**config.mk**
```make
export PLATFORM = sky130hd
export DESIGN_NAME = mpw_front
export DESIGN_NICKNAME = d
export VERILOG_FILES = /design/src/sv/mpw_pkg.sv /design/src/sv/mpw_front.sv
export SDC_FILE = /design/constraint.sdc
export NUM_CORES = 1
export LEC_CHECK = 0
export BUFFER_PORTS_ARGS = -buffer_cell sky130_fd_sc_hd__clkbuf_2
export CORE_MARGIN = 2
export CORE_UTILIZATION = 40
export CTS_BUF_LIST = sky130_fd_sc_hd__clkbuf_8
export DETAILED_ROUTE_END_ITERATION = 7
export GPL_TIMING_DRIVEN = 0
export SLEW_MARGIN = 20
export SYNTH_ARGS = -nofsm -noshare
export SYNTH_HDL_FRONTEND = slang
export SYNTH_SLANG_ARGS = --single-unit
export TNS_END_PERCENT = 50
```
**constraint.sdc**
```tcl
create_clock -name clk -period 6.7 [get_ports clk]
set_input_delay 1.005 -clock clk [delete_from_list [all_inputs] [get_ports clk]]
set_output_delay 1.005 -clock clk [all_outputs]
set_load 0.01 [all_outputs]
```
**src/sv/mpw_pkg.sv**
```systemverilog
// Shared types, constants and modular helpers for the matrix power block.
// No dependencies; all other files use these by scoped names.
package mpw_pkg;

    localparam int unsigned VAL_W   = 30;
    localparam int unsigned EXP_W   = 60;
    localparam int unsigned SIZE_W  = 7;
    localparam int unsigned CSIZE_W = 6;
    localparam int unsigned CIDX_W  = 1;

    localparam logic [VAL_W-1:0] PRIME    = 30'd1000000007;
    localparam logic [31:0]      PRIME_X2 = 32'd2000000014;
    // floor(2^61 / PRIME) for the Barrett quotient estimate
    localparam logic [31:0]      BARRETT_M = 32'd2305842993;

    localparam logic [CIDX_W-1:0] CFG_SIZE = 1'b0;
    localparam logic [CIDX_W-1:0] CFG_EXP  = 1'b1;

    typedef struct packed {
        logic [VAL_W-1:0]  value;
        logic              last;
        logic [SIZE_W-1:0] size;
        logic [EXP_W-1:0]  exp;
    } mpw_item_t;

    typedef enum logic [3:0] {
        ST_LOAD,
        ST_IDENT,
        ST_CHECK,
        ST_MUL,
        ST_MWAIT,
        ST_COPY,
        ST_CWAIT,
        ST_SUM,
        ST_SWAIT,
        ST_OUT
    } mpw_state_t;

    function automatic logic [VAL_W-1:0] mod_add(input logic [VAL_W-1:0] a,
                                                 input logic [VAL_W-1:0] b);
        logic [VAL_W:0] s;
        s = {1'b0, a} + {1'b0, b};
        if (s >= {1'b0, PRIME})
            s = s - {1'b0, PRIME};
        return s[VAL_W-1:0];
    endfunction

endpackage

```
**src/sv/mpw_front.sv**
```systemverilog
// Front end: configuration registers, entry reduction, load counting and
// a two-word queue toward the compute back end. Uses mpw_pkg.
module mpw_front #(
    parameter int unsigned MAX_SIZE = 32,
    localparam int unsigned AW = (MAX_SIZE > 1) ? $clog2(MAX_SIZE * MAX_SIZE) : 1
) (
    input  logic                          clk,
    input  logic                          rst_n,
    input  logic                          cfg_valid,
    output logic                          cfg_ready,
    input  logic [mpw_pkg::CIDX_W-1:0]    cfg_index,
    input  logic [mpw_pkg::EXP_W-1:0]     cfg_data,
    input  logic                          entry_valid,
    output logic                          entry_stall,
    input  logic [mpw_pkg::VAL_W-1:0]     entry_value,
    output logic                          q_valid,
    input  logic                          q_pop,
    output mpw_pkg::mpw_item_t            q_item,
    output logic [AW-1:0]                 q_addr
);

    localparam int unsigned CW = $clog2(MAX_SIZE * MAX_SIZE + 1);
    localparam int unsigned PW = 2 * mpw_pkg::SIZE_W;

    logic [mpw_pkg::CSIZE_W-1:0] size_reg;
    logic [mpw_pkg::EXP_W-1:0]   exp_reg;
    logic [CW-1:0]               load_count_reg;
    logic [CW-1:0]               load_count_next;

    mpw_pkg::mpw_item_t          q_item_reg [2];
    logic [AW-1:0]               q_addr_reg [2];
    logic                        wr_ptr_reg;
    logic                        rd_ptr_reg;
    logic [1:0]                  count_reg;

    logic [mpw_pkg::SIZE_W-1:0]  n;
    logic [PW-1:0]               n_sq;
    logic [CW-1:0]               cells;
    logic [CW-1:0]               lc;
    logic                        last;
    logic                        push;
    logic [mpw_pkg::VAL_W-1:0]   v_red;
    mpw_pkg::mpw_item_t          push_item;

    assign cfg_ready = 1'b1;

    always_comb
    begin
        n = {1'b0, size_reg};
        if (n == '0)
            n = mpw_pkg::SIZE_W'(1);
        if (n > mpw_pkg::SIZE_W'(MAX_SIZE))
            n = mpw_pkg::SIZE_W'(MAX_SIZE);
    end

    assign n_sq  = PW'(n) * PW'(n);
    assign cells = CW'(n_sq);

    // a size change mid-load can leave the count past the end
    assign lc   = (load_count_reg >= cells) ? (cells - CW'(1)) : load_count_reg;
    assign last = ((lc + CW'(1)) == cells);
    assign load_count_next = last ? '0 : (lc + CW'(1));

    assign v_red = (entry_value >= mpw_pkg::PRIME) ? (entry_value - mpw_pkg::PRIME)
                                                   : entry_value;

    assign entry_stall = (count_reg == 2'd2);
    assign push        = entry_valid && !entry_stall;

    always_comb
    begin
        push_item.value = v_red;
        push_item.last  = last;
        push_item.size  = n;
        push_item.exp   = exp_reg;
    end

    assign q_valid = (count_reg != 2'd0);
    assign q_item  = q_item_reg[rd_ptr_reg];
    assign q_addr  = q_addr_reg[rd_ptr_reg];

    always_ff @(posedge clk or negedge rst_n)
    begin
        if (!rst_n)
        begin
            size_reg       <= mpw_pkg::CSIZE_W'(1);
            exp_reg        <= '0;
            load_count_reg <= '0;
            wr_ptr_reg     <= 1'b0;
            rd_ptr_reg     <= 1'b0;
            count_reg      <= 2'd0;
        end
        else
        begin
            if (cfg_valid)
            begin
                unique case (cfg_index)
                    mpw_pkg::CFG_SIZE: size_reg <= cfg_data[mpw_pkg::CSIZE_W-1:0];
                    mpw_pkg::CFG_EXP:  exp_reg  <= cfg_data;
                    default: ;
                endcase
            end
            if (push)
            begin
                load_count_reg <= load_count_next;
                wr_ptr_reg     <= ~wr_ptr_reg;
            end
            if (q_pop && q_valid)
                rd_ptr_reg <= ~rd_ptr_reg;
            case ({push, q_pop && q_valid})
                2'b10:   count_reg <= count_reg + 2'd1;
                2'b01:   count_reg <= count_reg - 2'd1;
                default: count_reg <= count_reg;
            endcase
        end
    end

    always_ff @(posedge clk)
    begin
        if (push)
        begin
            q_item_reg[wr_ptr_reg] <= push_item;
            q_addr_reg[wr_ptr_reg] <= lc[AW-1:0];
        end
    end

endmodule

```
# Word level (Yosys, flattened, before mapping)
# Memories as Yosys holds them, arrays and structs flattened.
# Cells that the tools add are included.
[op_classes]
add_sub_neg = 5
multipliers = 1
n_lt_le_gt_ge = 3
eq_ne = 4
mux = 8
bitwise_logic = 3
n_reduce_logical = 8
[ops]
columns = ["operator", "n"]
rows = [
  ["$ge A30 B30 Y1 const B", 1],
  ["$mux W30", 1],
  ["$sub A30 B30 Y30 const B", 1],
  ["$mux W11", 2],
  ["$mux W6", 2],
  ["$add A11 B1 Y11 const B", 1],
  ["$eq A11 B11 Y1", 1],
  ["$ge A11 B11 Y1", 1],
  ["$mul A7 B7 Y11", 1],
  ["$sub A11 B1 Y11 const B", 1],
  ["$gt A7 B6 Y1 const B", 1],
  ["$logic_not A6 Y1", 1],
  ["$eq A2 B2 Y1 const B", 2],
  ["$pmux W2 S2", 1],
  ["$reduce_and A2 Y1", 2],
  ["$reduce_bool A2 Y1", 2],
  ["$not A1 Y1", 3],
  ["$add A2 B1 Y2 const B", 1],
  ["$eq A2 B1 Y1 const B", 1],
  ["$logic_and A1 B1 Y1", 2],
  ["$mux W1", 2],
  ["$sub A2 B1 Y2 const B", 1],
  ["$logic_not A1 Y1", 1],
]
[totals]
reg_bits = 81
ramBits = 214
input_bits = 96
word_cells = 40
n_memories = 2
[memory_table]
columns = ["memory", "depth", "width", "read_ports", "rd_clocked_by_memory_dff", "write_ports", "line_no", "source"]
rows = [
  ["q_item_reg", 2, 97, 1, 0, 1, "mpw_front.sv:30", "mpw_pkg::mpw_item_t q_item_reg [2];"],
  ["q_addr_reg", 2, 10, 1, 0, 1, "mpw_front.sv:31", "logic [AW-1:0] q_addr_reg [2];"],
]

# Longest topological paths before layout
[logic_depth]
ltp_word = 10
depth_mapped = 27
ltp_nobuf = 26

# Worst setup path before layout
# OpenSTA, ideal clock, no wires.
[synth_timing]
path_kind = "reg-to-reg"
startpoint = "register size_reg[4] (netlist bit)"
endpoint = "register load_count_reg[5]"
setup_ns = 0.126
arrival_ns = 6.742
path_slack_ns = -0.168
path_stages_with_launch = 27
path_buffers = 1
cell_sequence = "dfrtp_1 > nor2b_1 > clkbuf_1 > and2_1 > fa_1 > inv_1 > fa_1 > inv_1 > fa_1 > ha_1 > ha_1 > o211a_1 > o311a_1 > a2111oi_4 > inv_1 > ha_1 > o2111ai_1 > a31oi_1 > o21ai_2 > a311oi_1 > o221ai_1 > o21ai_4 > inv_2 > a211o_1 > a2111oi_4 > a21oi_2 > a221o_1"
[synth_via]
elab_chain_len = 10
word_cells_on_any_way = 11
[synth_rtl]
columns = ["item", "line_no", "source"]
rows = [
  ["start: declaration", "mpw_front.sv:25", "logic [mpw_pkg::CSIZE_W-1:0] size_reg;"],
  ["start signal: assignment", "mpw_front.sv:86", "size_reg <= mpw_pkg::CSIZE_W'(1);"],
  ["start signal: assignment", "mpw_front.sv:98", "mpw_pkg::CFG_SIZE: size_reg <= cfg_data[mpw_pkg::CSIZE_W-1:0];"],
  ["$logic_not A6 Y1", "mpw_front.sv:50", "if (n == '0)"],
  ["$mux W6 *", "mpw_front.sv:50", ""],
  ["$gt A7 B6 Y1", "mpw_front.sv:52", "if (n > mpw_pkg::SIZE_W'(MAX_SIZE))"],
  ["$mux W6 *", "mpw_front.sv:52", ""],
  ["net n (one bit)", "mpw_front.sv:36", "logic [mpw_pkg::SIZE_W-1:0] n;"],
  ["$mul A7 B7 Y11 *", "mpw_front.sv:56", "assign n_sq = PW'(n) * PW'(n);"],
  ["$sub A11 B1 Y11 or $ge A11 B11 Y1 (tied branches)", "mpw_front.sv:60", "assign lc = (load_count_reg >= cells) ? (cells - CW'(1)) : load_count_reg;"],
  ["$mux W11 *", "mpw_front.sv:60", ""],
  ["net lc[8]", "mpw_front.sv:39", "logic [CW-1:0] lc;"],
  ["$add A11 B1 Y11 *", "mpw_front.sv:61", "assign last = ((lc + CW'(1)) == cells);"],
  ["$eq A11 B11 Y1 *", "mpw_front.sv:61", ""],
  ["$mux W11 *", "mpw_front.sv:62", "assign load_count_next = last ? '0 : (lc + CW'(1));"],
  ["end signal: assignment", "mpw_front.sv:105", "load_count_reg <= load_count_next;"],
  ["end: declaration", "mpw_front.sv:27", "logic [CW-1:0] load_count_reg;"],
]
# The timed path passes the listed nets; every way through them passes the cells marked *.
# A chain may end at the register's enable or synchronous reset.

# Worst setup path after layout
[layout_timing]
startpoint = "register size_reg[4] (netlist bit)"
endpoint = "register load_count_reg[0]"
[layout_via]
elab_chain_len = 10
word_cells_on_any_way = 11
[layout_rtl]
columns = ["item", "line_no"]
rows = [
  ["$logic_not A6 Y1", "mpw_front.sv:50"],
  ["$mux W6 *", "mpw_front.sv:50"],
  ["$gt A7 B6 Y1", "mpw_front.sv:52"],
  ["$mux W6 *", "mpw_front.sv:52"],
  ["$mul A7 B7 Y11 *", "mpw_front.sv:56"],
  ["$sub A11 B1 Y11 or $ge A11 B11 Y1 (tied branches)", "mpw_front.sv:60"],
  ["$mux W11", "mpw_front.sv:60"],
  ["$add A11 B1 Y11", "mpw_front.sv:61, mpw_front.sv:62"],
  ["$eq A11 B11 Y1", "mpw_front.sv:61"],
  ["$mux W11 *", "mpw_front.sv:62"],
]
# Every way passes the cells marked *; elsewhere a longest branch is shown, timed or not.

==> reports/qor.tcl <==
set qor(maximum_clock_skew_at_final_layout_ns) 0.01886
set qor(groute.usage.overall_pct) 16.78
set qor(synthFlopType) {edfxtp_1}
set qor(synth.avg_cell_area_um2) 14.72
set qor(drc_violation_count_after_routing) 0
set qor(synth_enable_flop_cells) 214
set qor(fin_util_pct) 50.17
set qor(netlist_instances) 919
set qor(instances_no_fill) 1695
set qor(num-nets-final) 1340
set qor(row_count) 67
set qor(fillerInstances) 2909
set qor(post-dp-hpwl_um) 20480
set qor(maxSlewHeadroom_pct) 42.33
set qor(drive_gt1_share_pct) 43.22
set qor(io_pins) 207
set qor(finalCriticalPeriod_ns) 6.645
set qor(grt_setup_unrepaired) {true}
set qor(worst_ir_drop_vdd_mv) 0.2418
set qor(first_global_vias) 8491
set qor(post_synth_instance_area_um2) 13530
set qor(die_area_um2) 35310
set qor(post_route_cell_area_um2) 16780
set qor(floorplan.initialDensity_pct) 40.45
set qor(max_clock_freq_mhz) 150.5
set qor(antenna_found_initial) 0
set qor(setup_slack_ns) 0.05482
set qor(critical_path_peak_fanout) 5
set qor(post_dp_cell_area_um2) 15400
set qor(finalPower_mw) 7.839
set qor(drt_iter0_drc) 382
set qor(drt_pass1_iterations) 5
set qor(cts_tree) {built}
set qor(place_congestion) 0.8559
set qor(worstSetupStartpointType) {register}
set qor(portBuffers) 204
set qor(setup.worst_path.class) {reg2reg}
set qor(outcome) {finished, final reports clean}
set qor(tightestPinTransition_ns) 0.8577
set qor(pre_cts_setup_slack_ns) -0.7797
set qor(synth_async_sr_flop_share_pct) 27.46
set qor(dr_total_vias) 8433
set qor(setup-violations-final) 0
set qor(critical_path.max_stage_delay_ns) 0.54
set qor(flow.area_growth_from_synthesis_pct) 24.04
set qor(cp_capture_type) {register}
set qor(antenna_left) 0
set qor(largest_net_degree_at_the_start_of_global_routing) 68
set qor(cts_buffers) 48
set qor(first_pass_grt_wire_length_um) 46470
set qor(routedWlPerCell_um) 17.43
set qor(critPathArrivalTime_ns) 7.10
set qor(die_height_um) 187.9
set qor(pd_cells_nw_per_um2) 467.1
set qor(yosysUniqueCellTypes) 83
set qor(fin_setup_tns_ns) 0
set qor(clock_path_buffers) 3
set qor(p_leak_nw) 6.628
set qor(critPathLaunch) {size_reg[4]$_DFFE_PN0P_}
set qor(hold_path_class) {in2async}
set qor(detail_route.wirelength_um) 29550
set qor(worst_hold_slack_after_final_layout_ns) 0.2772
set qor(clk_pin_slew_worst_paths_ns) 0.06
set qor(design.core.area_um2) 33450
set qor(max_cap_viol_count) 0
set qor(largest_register_ff_count) 194
set qor(grt-ovfl-total) 0
set qor(cts_sinks) 295
set qor(die_w_um) 187.9
set qor(cts_h_tree_depth) 2
set qor(number_of_cells_after_detailed_placement) 1586
set qor(timing.rr.start) {size_reg[4]$_DFFE_PN0P_}
set qor(yosys_warnings) 0
set qor(synth.ff_latch_count) 295
set qor(antenna_diode_count) 0
set qor(yosysSeqAreaShare_pct) 62.49
set qor(crit_path_top_delay_cell) {fa_1}
set qor(max_slew_violation_count) 0
set qor(required_ns) 7.16
set qor(hold_viol_final) 0
set qor(clk-insertion-delay-late_ns) 0.56
set qor(finalCritPeriodShare_pct) 99.18
set qor(avgViaCountPerCell) 4.975
set qor(postCtsHoldBufs) 0
set qor(clockRootBuffer) {clkbuf_8}
[synth_stat cells (3+ instances only)]
| cell | number | area [um^2] |
|---|---|---|
| buf_4 | 3 | 22.52 |
| a21o_1 | 8 | 60.06 |
| a2111oi_4 | 3 | 82.58 |
| ha_1 | 29 | 362.9 |
| o31ai_1 | 5 | 37.54 |
| a31oi_1 | 7 | 43.79 |
| nand3b_1 | 5 | 37.54 |
| a21oi_1 | 13 | 65.06 |
| o2111ai_1 | 3 | 26.28 |
| and3_1 | 6 | 37.54 |
| nand4_1 | 4 | 25.02 |
| nor4_1 | 3 | 18.77 |
| or3_1 | 8 | 50.05 |
| fa_1 | 8 | 160.2 |
| nand2b_1 | 4 | 25.02 |
| o21a_1 | 4 | 30.03 |
| nand3_1 | 19 | 95.09 |
| nor2b_1 | 10 | 62.56 |
| nor3_1 | 14 | 70.07 |
| clkbuf_1 | 26 | 97.59 |
| a221o_1 | 3 | 30.03 |
| nand2_1 | 51 | 191.4 |
| mux2_2 | 172 | 1937 |
| nor2_1 | 32 | 120.1 |
| xor2_1 | 16 | 140.1 |
| mux2i_1 | 3 | 30.03 |
| inv_1 | 27 | 101.4 |
| o211ai_1 | 5 | 37.54 |
| edfxtp_1 | 214 | 6426 |
| o21ai_0 | 20 | 100.1 |
| buf_1 | 9 | 33.78 |
| and2_1 | 10 | 62.56 |
| xnor2_1 | 33 | 289.0 |
| dfrtp_1 | 80 | 2002 |
[power breakdown]
group,total (mW),switching (mW),internal [mW]
sequential,2.70,0.158,2.54
combinational,3.56,2.00,1.56
clock,1.58,0.713,0.864
[final timing paths]
check	end	slack, ns	cells after the start
max	load_count_reg[0]$_DFFE_PN0P_	0.05	26
min	exp_reg[35]$_DFFE_PN0P_	0.28	1
max reg2reg	load_count_reg[0]$_DFFE_PN0P_	0.05	26
min reg2reg	q_item_reg[0][17]$_DFFE_PP_	0.46	0
max in group asynchronous	exp_reg[54]$_DFFE_PN0P_	5.75	2
min in group clk	q_item_reg[0][17]$_DFFE_PP_	0.46	0
[routing by layer]
layer	wire, um	GRT usage [%]	part of all wire [%]	vias up
met1	12590	21.53	43	4151
met3	1348	2.789	4.6	57
li1	-	-	-	4031
met2	14860	29.20	50	194
met4	756	5.058	2.6	0
met5	0	0	0	-
[what timing repair did]
action | CTS | global route
gates resized for setup | 19 | 24
endpoints found under the hold margin | 0 | 0
setup buffers | 9 | 10
setup endpoints to repair | 25 | 12
gates cloned | 1 | 0
pin swaps | 7 | 28
[final cells by class]
class	count	area [um^2]	share of cell area [%]
buffer	39	166.4	0.9916
clock buffer	61	839.6	5.003
clock inverter	29	166.4	0.9916
inverter	30	117.6	0.7008
multi-input combinational	561	5085	30.30
sequential	295	8457	50.39
tap	448	560.5	3.340
timing repair buffer	231	1383	8.238
timing repair inverter	1	7.507	0.04473
[cells by family after synthesis]
logic type | count (synthesis) | synth area share, %
DFF | 295 | 62.49
and+or+nand+nor | 179 | 6.834
muxes | 176 | 14.65
AOI/OAI and AO/OA | 108 | 6.650
buffers and inverters | 70 | 2.044
xor gates and xnor gates | 49 | 3.172
adders and majority gates | 40 | 4.106
other | 2 | 0.05551
[cell usage in the layout, fill, tap and decap left out, drive strengths merged, types with 3 or more instances in the layout]
cell type    n
nor4         5
ha          29
a31oi        7
o31ai        8
nor2b       10
fa           8
a221o        3
a2111oi      4
nand4        4
a21oi       14
maj3         3
and2        10
clkbuf     291
o21a         4
o2111ai      3
or3          8
o211ai       5
o21ai       23
nor3        14
and3         7
a211oi       3
buf         40
edfxtp     214
mux2i        3
nand3       19
nor2        32
dfrtp       80
nand3b       5
or2          3
nand2b       4
conb         9
mux2       173
nand2       51
inv         45
a21o         8
xnor2       33
clkinv      13
xor2        16
[worst max-delay path, delay by kind of cell (launching register included)]
family	cells	cell delay [ns]
buffers and inverters	5	0.59
flip-flops	1	0.41
adder cells (fa/ha/maj)	7	2.67
AND/OR/NAND/NOR	3	0.37
AO/OA/AOI/OAI	10	2.16
multiplexers	1	0.35
(Power assumes the default switching activity.)
